--- src/sv/hex_color_code_parser_core_macros.svh ---
// ----------------------------------------------------------------------------
// Hex color code parser - assertion macros
// Shared concurrent assertion forms, clocked on clk and disabled in reset.
// ----------------------------------------------------------------------------
`ifndef HEX_COLOR_CODE_PARSER_CORE_MACROS_SVH
`define HEX_COLOR_CODE_PARSER_CORE_MACROS_SVH

// Same-cycle implication.
`define HCCP_ASSERT_NOW(label, ante, cons, msg) \
  label: assert property (@(posedge clk) disable iff (rst) (ante) |-> (cons)) \
    else $error(msg);

// Next-cycle implication.
`define HCCP_ASSERT_NEXT(label, ante, cons, msg) \
  label: assert property (@(posedge clk) disable iff (rst) (ante) |=> (cons)) \
    else $error(msg);

`endif

--- src/sv/hccp_pkg.sv ---
// ----------------------------------------------------------------------------
// Hex color code parser - package
// Field widths, character codes and character class helpers.
// ----------------------------------------------------------------------------
package hccp_pkg;

  localparam int CharW   = 8;
  localparam int ColorW  = 24;
  localparam int CountW  = 4;
  localparam int DigitW  = 4;
  localparam int TailLen = 6;

  localparam logic [CountW-1:0] KeptMax  = 4'd9;
  localparam logic [CountW-1:0] ShortLen = 4'd3;
  localparam logic [CountW-1:0] LongLen  = 4'd6;

  localparam logic [CharW-1:0] ChZero = 8'h30;
  localparam logic [CharW-1:0] ChXLo  = 8'h78;
  localparam logic [CharW-1:0] ChXUp  = 8'h58;
  localparam logic [CharW-1:0] ChHash = 8'h23;
  localparam logic [CharW-1:0] ChSp   = 8'h20;
  localparam logic [CharW-1:0] ChTab  = 8'h09;
  localparam logic [CharW-1:0] ChCr   = 8'h0D;

  typedef logic [CharW-1:0] char_t;

  // {not_hex, value}
  typedef logic [DigitW:0] digit_t;

  function automatic logic is_space(input char_t c);
    return (c == ChSp) || (c >= ChTab && c <= ChCr);
  endfunction

  function automatic digit_t hex_digit(input char_t c);
    digit_t d;
    d = {1'b1, {DigitW{1'b0}}};
    if (c >= 8'h30 && c <= 8'h39) begin
      d = {1'b0, DigitW'(c - 8'h30)};
    end else if (c >= 8'h61 && c <= 8'h66) begin
      d = {1'b0, DigitW'(c - 8'h57)};
    end else if (c >= 8'h41 && c <= 8'h46) begin
      d = {1'b0, DigitW'(c - 8'h37)};
    end
    return d;
  endfunction

endpackage

--- src/sv/hccp_text_if.sv ---
// ----------------------------------------------------------------------------
// Hex color code parser - text channel
// Valid/ready channel carrying one character or an end marker.
// ----------------------------------------------------------------------------
interface hccp_text_if;
  logic                 valid;
  logic                 ready;
  hccp_pkg::char_t      char_code;
  logic                 end_of_text;

  modport source (output valid, output char_code, output end_of_text, input ready);
  modport sink   (input valid, input char_code, input end_of_text, output ready);
endinterface

--- src/sv/hccp_result_if.sv ---
// ----------------------------------------------------------------------------
// Hex color code parser - result channel
// Valid/ready channel carrying the verdict and the parsed RGB value.
// ----------------------------------------------------------------------------
interface hccp_result_if;
  logic                        valid;
  logic                        ready;
  logic                        valid_res;
  logic [hccp_pkg::ColorW-1:0] color;

  modport source (output valid, output valid_res, output color, input ready);
  modport sink   (input valid, input valid_res, input color, output ready);
endinterface

--- src/sv/hex_color_code_parser_core.sv ---
// ----------------------------------------------------------------------------
// Hex color code parser - top level
// Parses "#RGB", "RRGGBB", "0x#RRGGBB" style text into a 24-bit color.
// ----------------------------------------------------------------------------
// Usage:
//   text   : one transaction per character (char_code), or an end marker
//            (end_of_text = 1, char_code ignored). Leading and trailing
//            whitespace is skipped; whitespace inside the code fails it.
//   result : exactly one transaction per end marker, carrying valid_res and
//            color (0xRRGGBB, zero when valid_res is 0). Character
//            transactions produce nothing on this channel.
//   Output: the result is presented in the cycle after the end marker is
//            taken; it comes straight from the single result register.
//   Throughput: one text transaction per cycle, sustained, as long as the
//            result side keeps up; each character only updates counters,
//            the three-entry head buffer and the six-entry tail shift line.
//   Stall: while a result waits on result.ready, text.ready drops; it stays
//            high whenever the result register is empty or being drained.
//   Reset: rst (synchronous) clears the character count, the whitespace and
//            error flags and the result valid flag. No clearing pass is needed.
//   After every end marker the parser returns to its reset state.
// ----------------------------------------------------------------------------
`include "hex_color_code_parser_core_macros.svh"

module hex_color_code_parser_core (
  input  logic                 clk,
  input  logic                 rst,
  hccp_text_if.sink            text,
  hccp_result_if.source        result
);

  // Parser state
  logic [hccp_pkg::CountW-1:0] kept_count;
  logic                        content_started;
  logic                        trailing_space_seen;
  logic                        text_bad;

  // First three kept characters (for the 0x prefix and '#'),
  // and the last six kept characters (the digits), newest at index 0.
  hccp_pkg::char_t             head0, head1, head2;
  hccp_pkg::char_t             tail [hccp_pkg::TailLen];

  // Result register
  logic                        res_vld;
  logic                        res_ok;
  logic [hccp_pkg::ColorW-1:0] res_color;

  logic take;
  logic take_end;
  logic take_char;
  logic char_is_space;
  logic keep_char;

  assign text.ready    = !res_vld || result.ready;
  assign take          = text.valid && text.ready;
  assign take_end      = take && text.end_of_text;
  assign take_char     = take && !text.end_of_text;
  assign char_is_space = hccp_pkg::is_space(text.char_code);
  assign keep_char     = take_char && !char_is_space;

  // --------------------------------------------------------------------------
  // Evaluate the kept text (used only when an end marker is taken)
  // --------------------------------------------------------------------------
  logic                        has_prefix;
  logic                        has_hash;
  logic [hccp_pkg::CountW-1:0] digit_len;
  logic                        is_short;
  logic                        is_long;
  hccp_pkg::digit_t            dig [hccp_pkg::TailLen];
  logic                        short_hex;
  logic                        long_hex;
  logic                        eval_ok;
  logic [hccp_pkg::ColorW-1:0] eval_color;

  always_comb begin
    has_prefix = (kept_count >= 4'd2) && (head0 == hccp_pkg::ChZero) &&
                 ((head1 == hccp_pkg::ChXLo) || (head1 == hccp_pkg::ChXUp));
    // '#' sits right after the prefix, or first when there is none
    if (has_prefix) begin
      has_hash = (kept_count > 4'd2) && (head2 == hccp_pkg::ChHash);
    end else begin
      has_hash = (kept_count != 4'd0) && (head0 == hccp_pkg::ChHash);
    end
    digit_len = kept_count - (has_prefix ? 4'd2 : 4'd0) - {3'b000, has_hash};
    is_short  = (digit_len == hccp_pkg::ShortLen);
    is_long   = (digit_len == hccp_pkg::LongLen);

    // Digits are always the last kept characters, so read fixed taps
    for (int i = 0; i < hccp_pkg::TailLen; i++) begin
      dig[i] = hccp_pkg::hex_digit(tail[i]);
    end
    short_hex = !dig[0][hccp_pkg::DigitW] && !dig[1][hccp_pkg::DigitW] &&
                !dig[2][hccp_pkg::DigitW];
    long_hex  = short_hex && !dig[3][hccp_pkg::DigitW] &&
                !dig[4][hccp_pkg::DigitW] && !dig[5][hccp_pkg::DigitW];

    eval_ok = !text_bad && ((is_short && short_hex) || (is_long && long_hex));

    if (!eval_ok) begin
      eval_color = '0;
    end else if (is_short) begin
      // Double each digit: ABC -> AABBCC
      eval_color = {dig[2][3:0], dig[2][3:0], dig[1][3:0], dig[1][3:0],
                    dig[0][3:0], dig[0][3:0]};
    end else begin
      eval_color = {dig[5][3:0], dig[4][3:0], dig[3][3:0],
                    dig[2][3:0], dig[1][3:0], dig[0][3:0]};
    end
  end

  // --------------------------------------------------------------------------
  // Control state
  // --------------------------------------------------------------------------
  always_ff @(posedge clk) begin
    if (rst) begin
      kept_count          <= '0;
      content_started     <= 1'b0;
      trailing_space_seen <= 1'b0;
      text_bad            <= 1'b0;
      res_vld             <= 1'b0;
    end else begin
      // Hold the result until taken; load a new one on an end marker
      if (take_end) begin
        res_vld <= 1'b1;
      end else if (result.ready) begin
        res_vld <= 1'b0;
      end

      if (take_end) begin
        // Drop all text state, ready for the next code
        kept_count          <= '0;
        content_started     <= 1'b0;
        trailing_space_seen <= 1'b0;
        text_bad            <= 1'b0;
      end else if (take_char && char_is_space) begin
        if (content_started) begin
          trailing_space_seen <= 1'b1;
        end
      end else if (keep_char) begin
        content_started <= 1'b1;
        if (trailing_space_seen) begin
          text_bad <= 1'b1;
        end
        if (kept_count < hccp_pkg::KeptMax) begin
          kept_count <= kept_count + 4'd1;
        end else begin
          text_bad <= 1'b1;
        end
      end
    end
  end

  // --------------------------------------------------------------------------
  // Character buffers and result payload
  // --------------------------------------------------------------------------
  always_ff @(posedge clk) begin
    if (keep_char && (kept_count < hccp_pkg::KeptMax)) begin
      if (kept_count == 4'd0) begin
        head0 <= text.char_code;
      end
      if (kept_count == 4'd1) begin
        head1 <= text.char_code;
      end
      if (kept_count == 4'd2) begin
        head2 <= text.char_code;
      end
      // Advance the tail shift line
      tail[0] <= text.char_code;
      for (int i = 1; i < hccp_pkg::TailLen; i++) begin
        tail[i] <= tail[i-1];
      end
    end
    if (take_end) begin
      res_ok    <= eval_ok;
      res_color <= eval_color;
    end
  end

  assign result.valid     = res_vld;
  assign result.valid_res = res_ok;
  assign result.color     = res_color;

  // --------------------------------------------------------------------------
  // Assertions
  // --------------------------------------------------------------------------
  `HCCP_ASSERT_NEXT(a_end_gives_result, take_end, res_vld, "end marker gave no result")
  `HCCP_ASSERT_NEXT(a_end_clears_count, take_end, kept_count == '0, "count not cleared")
  `HCCP_ASSERT_NOW(a_count_bound, 1'b1, kept_count <= hccp_pkg::KeptMax, "count overflow")
  `HCCP_ASSERT_NOW(a_bad_color_zero, res_vld && !res_ok, res_color == '0, "invalid nonzero")
  `HCCP_ASSERT_NOW(a_ready_when_empty, !res_vld, text.ready, "not ready while empty")

endmodule
--- src/flat_wrapper.sv ---
// flat-port wrapper written by rule: the top's interface ports become plain ports
module hex_color_code_parser_core_flat 
  (clk, rst, text_valid, text_char_code, text_end_of_text, text_ready, result_valid, result_valid_res, result_color, result_ready);
  hccp_text_if text_i ();
  hccp_result_if result_i ();
  input  logic clk;
  input  logic rst;
  input wire logic [$bits(text_i.valid)-1:0] text_valid;
  input wire logic [$bits(text_i.char_code)-1:0] text_char_code;
  input wire logic [$bits(text_i.end_of_text)-1:0] text_end_of_text;
  output wire logic [$bits(text_i.ready)-1:0] text_ready;
  output wire logic [$bits(result_i.valid)-1:0] result_valid;
  output wire logic [$bits(result_i.valid_res)-1:0] result_valid_res;
  output wire logic [$bits(result_i.color)-1:0] result_color;
  input wire logic [$bits(result_i.ready)-1:0] result_ready;
  assign text_i.valid = text_valid;
  assign text_i.char_code = text_char_code;
  assign text_i.end_of_text = text_end_of_text;
  assign text_ready = text_i.ready;
  assign result_valid = result_i.valid;
  assign result_valid_res = result_i.valid_res;
  assign result_color = result_i.color;
  assign result_i.ready = result_ready;
  hex_color_code_parser_core u_core (.clk(clk), .rst(rst), .text(text_i), .result(result_i));
endmodule
--- config.mk ---
export PLATFORM = sky130hd
export DESIGN_NAME = hex_color_code_parser_core_flat
export DESIGN_NICKNAME = d
export VERILOG_FILES = /design/src/sv/hccp_pkg.sv /design/src/sv/hccp_text_if.sv /design/src/sv/hccp_result_if.sv /design/src/sv/hex_color_code_parser_core.sv /design/src/flat_wrapper.sv
export VERILOG_INCLUDE_DIRS = /design/src /design/src/sv
export SDC_FILE = /design/constraint.sdc
export NUM_CORES = 1
export LEC_CHECK = 0
export ABC_AREA = 1
export BUFFER_PORTS_ARGS = -buffer_cell sky130_fd_sc_hd__buf_2
export CAP_MARGIN = 20
export CORE_ASPECT_RATIO = 1.5
export CORE_UTILIZATION = 60
export DETAILED_ROUTE_END_ITERATION = 6
export PLACE_DENSITY = 0.8
export SYNTH_ARGS = -nofsm -noshare
export SYNTH_HDL_FRONTEND = slang
export SYNTH_SLANG_ARGS = --single-unit
--- constraint.sdc ---
create_clock -name clk -period 4 [get_ports clk]
set_input_delay 0.2 -clock clk [delete_from_list [all_inputs] [get_ports clk]]
set_output_delay 0.2 -clock clk [all_outputs]
set_load 0.05 [all_outputs]
## Yosys cells after proc, flatten, opt, wreduce, memory -nomap -nowiden

Memory sizes are Yosys's and may differ from the RTL's.
Index checks and enable logic that the tools add are counted.

| word-level totals | value |
|---|---|
| register bits after elaboration | 57 |
| RAM bits | 48 |
| input bits | 13 |
| output and inout port bits | 27 |
| logic and storage cells | 174 |
| memories | 1 |

Memories:

| name | depth | bits a word | read ports | clocked after Yosys merged registers in | wr ports | RTL line | source |
|---|---|---|---|---|---|---|---|
| u_core.tail | 6 | 8 | 6 | 0 | 6 | hex_color_code_parser_core.sv:41 | `hccp_pkg::char_t tail [hccp_pkg::TailLen];` |

| cells by class | value |
|---|---|
| $add $sub $neg | 21 |
| order comparisons | 41 |
| eq/ne operators | 11 |
| multiplexer cells | 27 |
| bitwise operators | 1 |
| reductions and logical operators | 62 |

Operator list:

| cell | number |
|---|---|
| greater-or-equal comparator 8 x 7 -> 1 bit, second input constant | 12 |
| less-or-equal comparator 8 x 7 -> 1 bit, second input constant | 12 |
| 2-to-1 mux 5 bit | 18 |
| greater-or-equal comparator 8 x 6 -> 1 bit, second input constant | 6 |
| less-or-equal comparator 8 x 6 -> 1 bit, second input constant | 6 |
| subtractor 4 x 3 -> 4 bit, second input constant | 12 |
| logical AND 1 bit | 37 |
| equality test 8 x 6 -> 1 bit, second input constant | 4 |
| 2-to-1 mux 24 bit | 1 |
| subtractor 4 x 1 -> 4 bit, second input constant | 6 |
| equality test 8 x 7 -> 1 bit, second input constant | 2 |
| zero test 1 bit | 10 |
| AND reduction 2 bit | 5 |
| equality test 4 x 2 -> 1 bit, second input constant | 2 |
| greater-or-equal comparator 8 x 4 -> 1 bit, second input constant | 1 |
| less-or-equal comparator 8 x 4 -> 1 bit, second input constant | 1 |
| 2-to-1 mux 1 bit | 7 |
| AND reduction 3 bit | 2 |
| adder 4 x 1 -> 4 bit, second input constant | 1 |
| equality test 4 x 1 -> 1 bit, second input constant | 1 |
| equality test 4 x 3 -> 1 bit, second input constant | 1 |
| greater-or-equal comparator 4 x 2 -> 1 bit, second input constant | 1 |
| > comparator 4 x 2 -> 1 bit, second input constant | 1 |
| zero test 4 bit | 1 |
| other kinds (10) | 13 |

## Logic depth before layout (Yosys ltp)

An unclocked memory read counts as a cell.

| logic depth | value |
|---|---|
| depth in word-level cells | 15 |
| depth in mapped cells | 22 |
| gate-level depth less buffers | 22 |

## Worst setup path before layout

Ideal clock, no wire load.

| path | value |
|---|---|
| path kind | reg-to-reg |
| start point | register u_core.res_vld (netlist: u_core.result.valid) |
| end point | memory u_core.tail[0][0] (netlist bit), enable pin |
| library setup time | 0.459 ns |
| arrival | 3.546 ns |
| data required time | 3.541 ns |
| slack | -0.005 ns |
| stages on the path, launching flop included | 6 |
| buffers on the path | 0 |
| period minus slack after synthesis | 4.005 ns |
| cell sequence | dfxtp_1 > nand2_1 > nand2_1 > nor2_1 > nand2_1 > nor2_1 |

RTL lines:

| item | RTL line | source |
|---|---|---|
| start, declared | hex_color_code_parser_core.sv:44 | `logic res_vld;` |
| start signal, assigned | hex_color_code_parser_core.sv:120 | `res_vld <= 1'b0;` |
| start signal, assigned | hex_color_code_parser_core.sv:124 | `res_vld <= 1'b1;` |
| start signal, assigned | hex_color_code_parser_core.sv:126 | `res_vld <= 1'b0;` |
| end, declared | hex_color_code_parser_core.sv:41 |  |

## Worst setup path in the final report

| path | value |
|---|---|
| start point | register u_core.kept_count[0] (netlist bit) |
| end point | register u_core.res_color, in the netlist u_core.result.color[19], data pin |

| between the ends | value |
|---|---|
| longest elaborated chain between the ends | 10 |
| elaborated cells between the ends (all ways) | 18 |
| those cells by class | add/sub: 2; order compare: 2; eq/ne: 2; mux: 3; reduce/logical: 9 |

RTL lines:

| item | RTL line | source |
|---|---|---|
| start, declared | hex_color_code_parser_core.sv:33 | `logic [hccp_pkg::CountW-1:0] kept_count;` |
| start signal, assigned | hex_color_code_parser_core.sv:145 | `kept_count <= kept_count + 4'd1;` |
| greater-or-equal comparator 4 x 2 -> 1 bit | hex_color_code_parser_core.sv:76 | `has_prefix = (kept_count >= 4'd2) && (head0 == hccp_pkg::ChZero) &&` |
| logical AND 1 bit (2 in a row) | hex_color_code_parser_core.sv:76 |  |
| 2-to-1 mux 2 bit | hex_color_code_parser_core.sv:84 | `digit_len = kept_count - (has_prefix ? 4'd2 : 4'd0) - {3'b000, has_hash};` |
| subtractor 4 bit | hex_color_code_parser_core.sv:84 |  |
| subtractor 4 x 1 -> 4 bit * | hex_color_code_parser_core.sv:84 |  |
| equality test 4 x 2 -> 1 bit / equality test 4 x 3 -> 1 bit (equally long branches) | hex_color_code_parser_core.sv:85, hex_color_code_parser_core.sv:86 |  |
| logical AND 1 bit | hex_color_code_parser_core.sv:97 | `eval_ok = !text_bad && ((is_short && short_hex) \|\| (is_long && long_hex));` |
| logical OR 1 bit | hex_color_code_parser_core.sv:97 |  |
| logical AND 1 bit | hex_color_code_parser_core.sv:97 |  |
| end signal, assigned | hex_color_code_parser_core.sv:175 | `res_color <= eval_color;` |
| end, declared | hex_color_code_parser_core.sv:46 | `logic [hccp_pkg::ColorW-1:0] res_color;` |

Every way passes the cells marked *; elsewhere a longest branch is shown, timed or not.
A chain may end at the register's enable or synchronous reset.

==> results.md <==
* Result of the run: finished, final reports clean
* Non-filler cells in the finished layout at 706
* Kind of end point of the critical path: register
* ANT nets after route at 0
* Gate count of the mapped netlist at 543
* Buffers from clock root to sink, at most at 2
* Overall routing resource usage at 23.9%
* Total overflow reported by the global router at 0
* Largest net degree at the start of global routing at 30
* Vias at 3785
* Power after layout at 2.26 mW
* Peak ir drop on the vdd network at 0.000346 V
* Final design area excluding fillers at 0.00596 mm2
* TritonCTS clock tree: built
* Fraction of final layout cells with drive strength greater than 1 at 16.0%
* Top-level I/O count at 40
* Initial cell density of the core at 62.3%
* Quantity of hold-fixing buffers added after cts at 0
* Origin of the critical flop-to-flop path: u_core.kept_count[0]
* Mean Syn Cell Area at 9.78 um2
* Drt first-iter violations at 285
* Synthesis warning total at 0
* Post-Route Setup TNS at 0 ns
* Horizontal die dimension at 78.8 um
* Hold Startpoint: text_char_code[5]
* Area enclosed by the die boundary at 0.00924 mm2
* Largest clock skew in the final design at 0.0107 ns
* WL/cell at 14.7 um
* Final Cycle Share at 93.1%
* Die boundary height at 117 um
* Element type at the critical path start: register
* PD cells at 379 mW/mm2
* Cell area reported after detailed placement at 0.00560 mm2
* Number of sinks handled by clock tree synthesis at 104
* Shortest period the worst path allows at 3.72 ns
* Most frequent cells in the layout: nand2_1 (142), edfxtp_1 (96), inv_1 (82)
* Slew headroom at 45.4%
* Port Buf Inserts at 39
* First-pass GRT wire length at 16.2 mm
* Antenna violations before repair at 0
* Placeable core region at 0.00852 mm2
* Post-Synthesis Net Count at 588
* Minimum setup slack in the final design at 0.276 ns
* Number of distinct library cells after synthesis at 32
* Critical path arrival at 3.93 ns
* Number of hold-slack violations in the final timing report at 0
* Num rows at 41
* Drt via density at 5.36
* Launching element of the worst setup path: u_core.kept_count[0]
* Hold Crit Class: in -> reg
* Maximum fanout count along the critical path at 16
* Register area share after synthesis at 57.3%
* Total standard cell area after synthesis at 0.00531 mm2
* Max-capacitance violation count at 0
* Leakage dissipation at 2.58 nW
* Placer's final routability congestion estimate at 0.869
* Total inserted antenna cells at 0
* Final number of setup-violating endpoints at 0
* Total placed cells including tap cells at 686
* Slew of the pin with the lowest slew margin at 0.817 ns
* Post-DP HPWL at 7.67 mm
* Root Buffer: clkbuf_16
* Clock latency at the later pin of the worst-skew pair at 0.35 ns
* DR DRC count at 0
* Detailed-routing iteration count for the pre-antenna-repair pass at 6
* Setup Crit Path Kind: reg -> reg
* TritonCTS buffer count at 9
* Final hold slack at 0.101 ns
* Final #Nets at 639
* Finished Core Util at 70.0%
* Fmax at 0.269 GHz
* Most frequent standard cell in the layout excluding fill and tap cells: nand2_1
* Layout area overhead at 12.2%
* Post-detailed-routing wire length at 10.4 mm
* Via count of the first global-routing pass at 3566
* Worst Path Required at 4.21 ns
* Final-report max-slew violation count at 0
* Placement-stage worst setup slack at 0.123 ns
* Clock transition at the register clock pins on the worst setup and hold paths after CTS at 0.07 ns
* Total of flip-flops plus latches after synthesis at 104
* H-tree levels at 3
==> worst paths after layout <==
| path | endpoint | slack, ns | cells past startpoint |
|---|---|---|---|
| hold / removal | u_core.head0[5] | 0.10 | 1 |
| hold reg to reg | u_core.tail[4][5] | 0.45 | 0 |
| setup / recovery | u_core.result.color[19] | 0.28 | 18 |
| setup reg to reg | u_core.result.color[19] | 0.28 | 18 |
==> synthesized netlist by cell type <==
cell | instances | share of area, %
nand2_1 | 143 | 10
edfxtp_1 | 96 | 54
inv_1 | 82 | 5.8
nor2_1 | 52 | 3.7
nand3_1 | 38 | 3.6
ha_1 | 31 | 7.3
nor2_2 | 16 | 1.9
o21ai_0 | 15 | 1.4
a21oi_1 | 10 | 0.94
dfxtp_1 | 8 | 3.0
nand3b_1 | 6 | 0.85
o22ai_1 | 6 | 0.71
nor3_1 | 5 | 0.47
nand2_2 | 4 | 0.47
xor2_1 | 4 | 0.66
buf_6 | 3 | 0.64
nand4_1 | 3 | 0.35
nor3_2 | 3 | 0.57
nor4_1 | 3 | 0.35
or2_2 | 3 | 0.35
buf_12 | 1 | 0.38
fa_1 | 1 | 0.38
inv_2 | 1 | 0.071
inv_4 | 1 | 0.12
nand2_4 | 1 | 0.21
nand3_2 | 1 | 0.19
nand3_4 | 1 | 0.33
nor2_4 | 1 | 0.21
o211ai_1 | 1 | 0.14
o21ai_1 | 1 | 0.094
or2_0 | 1 | 0.12
xor2_2 | 1 | 0.31
==> power by group <==
part	total [mW]	internal, mW	switching (mW)
Sequential	1.25	1.23	0.0259
Clock	0.843	0.461	0.382
Combinational	0.163	0.0457	0.117
==> area by class of cell <==
cell class                      instances  area [um2]
Sequential cell                       104        3040
Timing Repair Buffer                   44         253
Inverter                               84         320
Tap cell                              107         134
Clock inverter                          4        25.0
Clock buffer                           12         258
Fill cell                             630        2560
Multi-Input combinational cell        351        1920
==> worst max-delay path: stages (launching register included) <==
cell	delay, ns
dfxtp_1	0.39
inv_1	0.13
ha_1	0.24
nand2_1	0.09
nand3_1	0.10
nand3_1	0.20
o22ai_1	0.11
ha_1	0.31
ha_1	0.20
or2_2	0.31
fa_1	0.52
nand3_2	0.10
nor2_4	0.13
nand3_4	0.20
inv_6	0.19
nand3_1	0.12
nand2_1	0.11
inv_1	0.05
nor2_2	0.09
==> what timing repair did <==
item                                    in CTS  in global routing
gates resized for setup                      0                  6
endpoints found under the setup margin       0                 25
setup buffers                                0                  3
==> cells by family after synthesis <==
| group | share of synthesized area (%) |
|---|---|
| fa+ha+maj | 7.68 |
| xor+xnor | 0.966 |
| flops | 57.3 |
| buf+inv | 7.00 |
| simple gates | 23.7 |
| compound gates | 3.30 |
==> registers in the layout (all words and copies together), names as in the netlist <==
| name | count |
|---|---|
| u_core.content_started | 1 |
| u_core.head0 | 8 |
| u_core.head1 | 7 |
| u_core.head2 | 8 |
| u_core.kept_count | 4 |
| u_core.result.color | 24 |
| u_core.result.valid | 1 |
| u_core.result.valid_res | 1 |
| u_core.tail | 48 |
| u_core.text_bad | 1 |
| u_core.trailing_space_seen | 1 |
==> metal layers <==
layer	GRT usage, %	up-vias	share of wire [%]
met1	21.6	1754	33
met2	47.8	120	58
met3	4.50	37	3.8
li1	-	1874	-
met5	0	-	0
met4	14.7	0	5.1
No activity file was read; power rests on OpenSTA's default activity.
